$ cat src/hdl/macd_with_extreme_tracking_unit_defines.svh
// Assertion macros for the MACD unit
`ifndef MACD_WITH_EXTREME_TRACKING_UNIT_DEFINES_SVH
`define MACD_WITH_EXTREME_TRACKING_UNIT_DEFINES_SVH
// implication checked on every rising clock edge outside reset
`define MACD_ASSERT_IMP(label, ante, cons) \
	label: assert property (@(posedge clk) disable iff (!arst_n) (ante) |-> (cons)) \
		else $error("macd: check failed");
// next-cycle implication
`define MACD_ASSERT_NXT(label, ante, cons) \
	label: assert property (@(posedge clk) disable iff (!arst_n) (ante) |=> (cons)) \
		else $error("macd: check failed");
`endif

$ cat src/hdl/macd_pkg.sv
`default_nettype none
package macd_pkg;
	localparam int FRAC_BITS_DEF = 16;
	localparam int WEIGHT_BITS   = 16;
	localparam int TRACK_LIMIT   = 9999;
	localparam logic [15:0] SHORT_RST  = 16'd10082;
	localparam logic [15:0] LONG_RST   = 16'd4855;
	localparam logic [15:0] SIGNAL_RST = 16'd13107;
	localparam logic [1:0] REG_SHORT  = 2'd0;
	localparam logic [1:0] REG_LONG   = 2'd1;
	localparam logic [1:0] REG_SIGNAL = 2'd2;
	localparam logic [1:0] KIND_NONE = 2'd0;
	localparam logic [1:0] KIND_PEAK = 2'd1;
	localparam logic [1:0] KIND_TROUGH = 2'd2;
	localparam logic OP_SAMPLE = 1'b0;
	localparam logic OP_CLEAR  = 1'b1;
	// serial multiplier command
	typedef struct packed {
		logic        start;
		logic [49:0] diff;
		logic [15:0] weight;
	} mul_cmd_t;
	typedef struct packed {
		logic        done;
		logic [49:0] delta;
	} mul_rsp_t;
endpackage
`default_nettype wire

$ cat src/hdl/macd_mul.sv
`default_nettype none
// Bit-serial signed x unsigned multiply, floor(diff*w / 2^16), one weight bit a cycle
module macd_mul
	import macd_pkg::*;
(
	input  wire logic     clk,
	input  wire logic     arst_n,
	input  wire mul_cmd_t cmd,
	output mul_rsp_t      rsp
);
	localparam int CW = $clog2(WEIGHT_BITS + 1);
	logic [CW-1:0] cnt_q;
	logic          busy_q;
	logic [66:0]   acc_q;
	logic [15:0]   w_q;
	logic [49:0]   d_q;
	logic [66:0]   addend;
	logic [66:0]   acc_next;

	// shift-add from MSB of weight: acc = 2*acc + (w bit ? d : 0)
	always_comb begin
		addend   = w_q[15] ? {{17{d_q[49]}}, d_q} : '0;
		acc_next = {acc_q[65:0], 1'b0} + addend;
	end

	always_ff @(posedge clk or negedge arst_n) begin
		if (!arst_n) begin
			busy_q <= 1'b0;
			cnt_q  <= '0;
		end else if (cmd.start) begin
			busy_q <= 1'b1;
			cnt_q  <= CW'(WEIGHT_BITS);
		end else if (busy_q) begin
			cnt_q <= cnt_q - 1'b1;
			if (cnt_q == CW'(1)) busy_q <= 1'b0;
		end
	end

	always_ff @(posedge clk) begin
		if (cmd.start) begin
			acc_q <= '0;
			w_q   <= cmd.weight;
			d_q   <= cmd.diff;
		end else if (busy_q) begin
			acc_q <= acc_next;
			w_q   <= {w_q[14:0], 1'b0};
		end
	end

	// arithmetic shift is a floor divide
	assign rsp.done  = busy_q && (cnt_q == CW'(1));
	assign rsp.delta = acc_next[65:16];
endmodule
`default_nettype wire

$ cat src/hdl/macd_with_extreme_tracking_unit.sv
`default_nettype none
// MACD oscillator with histogram extreme tracking.
// Input channel (in_valid/in_ready) carries opcode and close, high and low
// prices in unsigned Q16.16; output channel (out_valid/out_ready) carries one
// result beat per input beat: dif, dea, histogram, running max/min and the
// closed extreme (kind, level, price).
// Weights are written over the APB port at 0x0, 0x4, 0x8 (Q0.16).
// A price sample runs three EMA updates in turn through one bit-serial
// multiplier (ST_FAST, ST_SLOW, ST_SIG), with ST_SIGI between the second
// and third to form the signal difference, then ST_TRK and ST_OUT. A new
// item is taken only in ST_IDLE. The seeding sample goes to ST_TRK and then
// ST_OUT, a clear beat straight to ST_OUT. One item is in work at a time.
// The result sits in an output register: a stalled receiver holds it, and
// the next item is accepted while it waits but cannot finish until taken.
// Reset loads the default weights, clears the EMAs and the extreme tracker
// and sets the running max/min to -9999 and +9999. No clearing pass.
module macd_with_extreme_tracking_unit
	import macd_pkg::*;
#(
	parameter int FRAC_BITS = FRAC_BITS_DEF
)(
	input  wire logic        clk,
	input  wire logic        arst_n,
	input  wire logic        psel,
	input  wire logic        penable,
	input  wire logic        pwrite,
	input  wire logic [3:0]  paddr,
	input  wire logic [31:0] pwdata,
	output logic      [31:0] prdata,
	output logic             pready,
	input  wire logic        in_valid,
	output logic             in_ready,
	input  wire logic        opcode,
	input  wire logic [31:0] close_price,
	input  wire logic [31:0] high_price,
	input  wire logic [31:0] low_price,
	output logic             out_valid,
	input  wire logic        out_ready,
	output logic signed [32:0] dif_value,
	output logic signed [32:0] dea_value,
	output logic signed [34:0] histogram,
	output logic signed [32:0] running_max,
	output logic signed [32:0] running_min,
	output logic        [1:0]  closed_kind,
	output logic signed [34:0] closed_level,
	output logic        [31:0] closed_price
);
	`include "macd_with_extreme_tracking_unit_defines.svh"

	localparam logic signed [32:0] LIM = 33'(TRACK_LIMIT) <<< FRAC_BITS;

	localparam logic [2:0] ST_IDLE = 3'd0;
	localparam logic [2:0] ST_FAST = 3'd1;
	localparam logic [2:0] ST_SLOW = 3'd2;
	localparam logic [2:0] ST_SIG  = 3'd3;
	localparam logic [2:0] ST_TRK  = 3'd4;
	localparam logic [2:0] ST_OUT  = 3'd5;
	localparam logic [2:0] ST_SIGI = 3'd6;

	logic [2:0]  state_q;
	logic [15:0] w_short_q, w_long_q, w_sig_q;
	logic signed [47:0] fast_q, slow_q;
	logic signed [49:0] sig_q;
	logic        seeded_q;
	logic signed [32:0] max_q, min_q;
	logic        ext_v_q;
	logic signed [34:0] ext_lvl_q;
	logic [31:0] ext_price_q;
	logic [31:0] close_q, high_q, low_q;
	mul_cmd_t    mcmd;
	mul_rsp_t    mrsp;

	// closed extreme of the item in work
	logic [1:0]  c_kind_q;
	logic signed [34:0] c_clvl_q;
	logic [31:0] c_cpr_q;

	// result registers
	logic signed [32:0] r_dif_q, r_dea_q, r_max_q, r_min_q;
	logic signed [34:0] r_hist_q, r_clvl_q;
	logic [1:0]  r_kind_q;
	logic [31:0] r_cpr_q;
	logic        ov_q;

	macd_mul u_mul (.clk(clk), .arst_n(arst_n), .cmd(mcmd), .rsp(mrsp));

	// APB register file
	logic wr_en;
	assign pready = 1'b1;
	assign wr_en  = psel && penable && pwrite;
	always_ff @(posedge clk or negedge arst_n) begin
		if (!arst_n) begin
			w_short_q <= SHORT_RST;
			w_long_q  <= LONG_RST;
			w_sig_q   <= SIGNAL_RST;
		end else if (wr_en) begin
			case (paddr[3:2])
				REG_SHORT:  w_short_q <= pwdata[15:0];
				REG_LONG:   w_long_q  <= pwdata[15:0];
				REG_SIGNAL: w_sig_q   <= pwdata[15:0];
				default: ;
			endcase
		end
	end
	always_comb begin
		case (paddr[3:2])
			REG_SHORT:  prdata = {16'd0, w_short_q};
			REG_LONG:   prdata = {16'd0, w_long_q};
			REG_SIGNAL: prdata = {16'd0, w_sig_q};
			default:    prdata = '0;
		endcase
	end

	// derived values
	logic signed [49:0] dif_w, close_x;
	logic signed [34:0] hist_w;
	logic signed [32:0] dif33, dea33;
	assign close_x = $signed({18'd0, close_q});
	assign dif_w   = 50'(fast_q) - 50'(slow_q);
	assign dif33   = dif_w[32:0];
	assign dea33   = sig_q[32:0];
	assign hist_w  = (35'(dif33) - 35'(dea33)) <<< 1;

	// multiplier issue
	always_comb begin
		mcmd.start  = 1'b0;
		mcmd.diff   = '0;
		mcmd.weight = '0;
		if (state_q == ST_IDLE && in_valid && opcode == OP_SAMPLE && seeded_q) begin
			mcmd.start  = 1'b1;
			mcmd.diff   = $signed({18'd0, close_price}) - 50'(fast_q);
			mcmd.weight = w_short_q;
		end else if (state_q == ST_FAST && mrsp.done) begin
			mcmd.start  = 1'b1;
			mcmd.diff   = close_x - 50'(slow_q);
			mcmd.weight = w_long_q;
		end else if (state_q == ST_SIGI) begin
			mcmd.start  = 1'b1;
			mcmd.diff   = dif_w - sig_q;
			mcmd.weight = w_sig_q;
		end
	end

	assign in_ready  = (state_q == ST_IDLE);
	assign out_valid = ov_q;

	// sequencer
	always_ff @(posedge clk or negedge arst_n) begin
		if (!arst_n) begin
			state_q <= ST_IDLE;
			fast_q <= '0; slow_q <= '0; sig_q <= '0; seeded_q <= 1'b0;
			max_q <= -LIM; min_q <= LIM;
			ext_v_q <= 1'b0; ext_lvl_q <= '0; ext_price_q <= '0;
			ov_q <= 1'b0;
		end else begin
			if (state_q == ST_OUT && (!ov_q || out_ready)) ov_q <= 1'b1;
			else if (ov_q && out_ready) ov_q <= 1'b0;
			case (state_q)
				ST_IDLE: if (in_valid) begin
					if (opcode == OP_CLEAR) begin
						ext_v_q <= 1'b0; ext_price_q <= '0;
						state_q <= ST_OUT;
					end else if (!seeded_q) begin
						fast_q <= 48'(close_price); slow_q <= 48'(close_price);
						sig_q <= '0; seeded_q <= 1'b1;
						state_q <= ST_TRK;
					end else state_q <= ST_FAST;
				end
				ST_FAST: if (mrsp.done) begin
					fast_q <= fast_q + 48'(mrsp.delta); state_q <= ST_SLOW;
				end
				ST_SLOW: if (mrsp.done) begin
					slow_q <= slow_q + 48'(mrsp.delta); state_q <= ST_SIGI;
				end
				ST_SIGI: state_q <= ST_SIG;
				ST_SIG: if (mrsp.done) begin
					sig_q <= sig_q + mrsp.delta; state_q <= ST_TRK;
				end
				ST_TRK: begin
					// running extremes and histogram tracker
					if ((dif33 > dea33 ? dif33 : dea33) > max_q)
						max_q <= (dif33 > dea33 ? dif33 : dea33);
					if ((dif33 < dea33 ? dif33 : dea33) < min_q)
						min_q <= (dif33 < dea33 ? dif33 : dea33);
					state_q <= ST_OUT;
					if (!ext_v_q) begin
						ext_v_q <= 1'b1; ext_lvl_q <= hist_w; ext_price_q <= close_q;
					end else if (hist_w < 0) begin
						if (ext_lvl_q < 0) begin
							if (ext_lvl_q > hist_w) begin
								ext_lvl_q <= hist_w; ext_price_q <= low_q;
							end
						end else begin
							ext_lvl_q <= hist_w; ext_price_q <= close_q;
						end
					end else begin
						if (ext_lvl_q > 0) begin
							if (ext_lvl_q < hist_w) begin
								ext_lvl_q <= hist_w; ext_price_q <= high_q;
							end
						end else begin
							ext_lvl_q <= hist_w; ext_price_q <= close_q;
						end
					end
				end
				ST_OUT: if (!ov_q || out_ready) begin
					state_q <= ST_IDLE;
				end
				default: state_q <= ST_IDLE;
			endcase
		end
	end

	// capture input beat, closed extreme and result payload
	always_ff @(posedge clk) begin
		if (state_q == ST_IDLE && in_valid) begin
			close_q <= close_price;
			high_q <= high_price; low_q <= low_price;
			c_kind_q <= KIND_NONE; c_clvl_q <= '0; c_cpr_q <= '0;
		end
		if (state_q == ST_TRK && ext_v_q) begin
			if (hist_w < 0 && !(ext_lvl_q < 0)) begin
				c_kind_q <= KIND_PEAK; c_clvl_q <= ext_lvl_q; c_cpr_q <= ext_price_q;
			end else if (!(hist_w < 0) && !(ext_lvl_q > 0)) begin
				c_kind_q <= KIND_TROUGH; c_clvl_q <= ext_lvl_q; c_cpr_q <= ext_price_q;
			end
		end
		if (state_q == ST_OUT && (!ov_q || out_ready)) begin
			r_dif_q <= dif33; r_dea_q <= dea33; r_hist_q <= hist_w;
			r_max_q <= max_q; r_min_q <= min_q;
			r_kind_q <= c_kind_q; r_clvl_q <= c_clvl_q; r_cpr_q <= c_cpr_q;
		end
	end

	assign dif_value    = r_dif_q;
	assign dea_value    = r_dea_q;
	assign histogram    = r_hist_q;
	assign running_max  = r_max_q;
	assign running_min  = r_min_q;
	assign closed_kind  = r_kind_q;
	assign closed_level = r_clvl_q;
	assign closed_price = r_cpr_q;

	// multiplier phases
	logic in_mul;
	assign in_mul = (state_q == ST_FAST) || (state_q == ST_SLOW) || (state_q == ST_SIG);

	`MACD_ASSERT_IMP(a_mul_only_busy, mrsp.done, in_mul)
	`MACD_ASSERT_NXT(a_clear_empties, state_q == ST_IDLE && in_valid && opcode == OP_CLEAR, !ext_v_q)
	`MACD_ASSERT_IMP(a_max_ge_min_seen, seeded_q && state_q == ST_IDLE, max_q >= min_q)
endmodule
`default_nettype wire
$ cat config.mk
export PLATFORM = sky130hd
export DESIGN_NAME = macd_with_extreme_tracking_unit
export DESIGN_NICKNAME = d
export VERILOG_FILES = /design/src/hdl/macd_pkg.sv /design/src/hdl/macd_mul.sv /design/src/hdl/macd_with_extreme_tracking_unit.sv
export VERILOG_INCLUDE_DIRS = /design/src /design/src/hdl
export SDC_FILE = /design/constraint.sdc
export NUM_CORES = 2
export LEC_CHECK = 0
export BUFFER_PORTS_ARGS = -buffer_cell sky130_fd_sc_hd__buf_2
export CAP_MARGIN = 10
export CORE_ASPECT_RATIO = 1.1
export CORE_MARGIN = 2
export CORE_UTILIZATION = 45
export DETAILED_ROUTE_END_ITERATION = 10
export SETUP_SLACK_MARGIN = 0.1
export SLEW_MARGIN = 20
export SYNTH_ARGS = -nofsm -noshare
export SYNTH_HDL_FRONTEND = slang
export SYNTH_HIERARCHICAL = 1
export SYNTH_SLANG_ARGS = --single-unit
$ cat constraint.sdc
create_clock -name clk -period 13.3 [get_ports clk]
set_input_delay 3.99 -clock clk [delete_from_list [all_inputs] [get_ports clk]]
set_output_delay 3.99 -clock clk [all_outputs]
set_load 0.05 [all_outputs]
==> impl_metrics.py <==
metrics = {
    "global_route": {
        "grt_pass1_wl_um": 271400,
        "antenna_found_initial": 21,
        "grt_max_degree": 168,
        "use_met2": 0.4704,
        "grt_usage": 0.2815,
        "gr-max-usage-layer": "met2",
        "grt_pass1_vias": 42930,
        "overflow": 0,
        "gr-usage-met3": 0.04283,
        "grt_util_met1": 0.3530,
    },
    "route": {
        "drc": 0,
        "num_vias": 45200,
        "first_iter_violations": 3439,
        "drtPass1Iterations": 6,
        "wl_per_cell_um": 23.77,
        "vias_per_cell": 5.815,
        "ant_nets": 0,
        "drt_wl_total_um": 184800,
    },
    "clocking": {
        "h-tree-depth": 3,
        "cts_buffers": 97,
        "clk_pin_slew_ns": 0.06,
        "ctsRootBufferMaster": "clkbuf_16",
        "cts_tree": "built",
        "clk_latency_ns": 0.74,
        "ctsHoldBuffers": 0,
        "cts.sinks": 869,
        "cts.path.max_buffers": 3,
        "post_cts_resize_count": 0,
        "postCtsSetupBuffers": 0,
    },
    "timing": {
        "holdWs_ns": 0.4234,
        "slew_violations": 0,
        "fmax_mhz": 96.18,
        "tightest_slew_ns": 1.238,
        "hold_viol": 0,
        "worst_clock_skew_ns": 0.03603,
        "finalCritPeriodShare": 0.7818,
        "min_period_ns": 10.40,
        "fin_tns_setup_ns": 0,
        "relSlewSlack": 0.1686,
        "rsz0062_at_grt": "false",
        "setup_violations": 0,
    },
    "cells_and_area": {
        "multiInputGateArea_sq_um": 30600,
        "fin_nets": 6644,
        "fin_cells": 7774,
        "final_common_cell": "ha_1",
        "synthToLayoutAreaGrowth_pct": 12.22,
        "n_fill_cell": 11610,
        "mostFrequentLayoutCells": "ha_1, nand2_1, a21oi_1, edfxtp_1, buf_2",
        "seq_area_sq_um": 23120,
        "layout-drive-gt1-share": 0.1553,
        "final_util": 0.5070,
    },
    "worst_setup_path": {
        "critPathArrivalTime_ns": 11.00,
        "cpPeakStageDelay_ns": 0.90,
        "crit_path_end_kind": "register",
        "crit_slowest_cell": "a211oi_1",
        "worstSetupStartpointType": "register",
        "crit_fanout": 59,
        "required_ns": 13.90,
        "worst-setup-path-type": "reg -> reg",
        "crit_top_cell": "o21a_1",
    },
    "yosys": {
        "async_flop_share": 0.3890,
        "netlist_area_sq_um": 56200,
        "yosys_warnings": 6,
        "synth_area_leaders": "edfxtp_1, dfrtp_1, ha_1",
        "synth_cell_types": 111,
        "synth_top_area_share": 0.2121,
        "synth_seq_area_share": 0.4113,
        "ys.flop_type": "edfxtp_1",
        "synth_area_leader_cell": "edfxtp_1",
        "avgSynthCellArea_sq_um": 9.799,
        "ys_ff_latch": 869,
        "synth-edff-count": 397,
        "synthCells": 5735,
    },
    "worst_hold_path": {
        "hp-class": "reg -> reg",
    },
    "placed_design": {
        "dp_hpwl_um": 141200,
        "numPortBuffers": 374,
        "gp_routability_congestion": 0.9715,
        "placed_cells": 7579,
    },
    "floorplanning": {
        "die_h_um": 374.6,
        "io_pins": 411,
        "die_w_um": 340.9,
        "core_area_sq_um": 124400,
        "die_area_sq_um": 127700,
        "rows": 136,
        "start_util": 0.4518,
    },
    "run": {
        "drv_cap": 0,
    },
    "status": {
        "status": "finished clean",
    },
}
[layer usage]
metal  share of wire  vias up
li1                -    21600
met1            0.42    21960
met2            0.48     1235
met3           0.054      390
met4           0.053       20
met5         0.00061        -
[cells by family after synthesis]
family	share of synthesized area
buf+inv	0.04836
compound gates	0.1991
mux	0.06138
fa+ha+maj	0.1079
flops	0.4113
xor+xnor	0.05749
other cells	0.0001336
simple gates	0.1143
[state kept, by name, indices dropped and copies added, names as in the netlist, 35 cells and up]
signal and count:
u_mul/d_q 50, c_clvl_q 35, slow_q 48, sig_q 50, closed_level 35, u_mul/acc_q 65, fast_q 48
[path summary, 6_finish.rpt]
path | startpoint | endpoint | slack, ns | depth (start not counted)
min reg2reg | c_clvl_q[15] | closed_level[15] | 0.42 | 0
max | fast_q[0] | max_q[7] | 2.90 | 32
max in group asynchronous | arst_n | ext_lvl_q[34] | 8.56 | 2
min | c_clvl_q[15] | closed_level[15] | 0.42 | 0
max reg2reg | fast_q[0] | max_q[7] | 2.90 | 32
min in group asynchronous | arst_n | sig_q[43] | 3.34 | 1
[Yosys cell counts, types with 134 or more instances]
cell      instances
a21o_1          228
a21oi_1         459
clkbuf_1        167
dfrtp_1         296
dfxtp_1         134
edfxtp_1        397
ha_1            472
inv_1           336
mux2_2          191
nand2_1         471
nor2_1          353
o21ai_0         337
xnor2_1         224
xor2_1          143
[worst max-delay path: cells and delay by family, from the launching register on]
kind,cells,cell delay [ns]
compound gates,16,4.87
xor+xnor,1,0.30
fa+ha+maj,4,1.55
buf+inv,3,0.69
flops,1,0.42
mux,1,0.41
simple gates,7,1.96
[final cells by class]
type | count | area share
diodes | 9 | 0.0003571
clock buffers | 133 | 0.04341
clock inverters | 51 | 0.009543
inverters | 337 | 0.02010
multi-input cells | 4255 | 0.4852
flip-flops and latches | 869 | 0.3666
well taps | 1656 | 0.03286
repair buffers | 464 | 0.04198
[per-stage QoR]
step                      setup WS (ns)  cell area (sq um)
final                             2.903              63060
after global routing              2.399              63050
after CTS                         2.986              62990
after detailed placement          3.051              59650
after global placement            3.030              59630
after floorplan                   2.566              56260
Power is left out: the tool's default activity adds up to more than one toggle a clock period on the data nets, which glitch-free logic cannot reach.
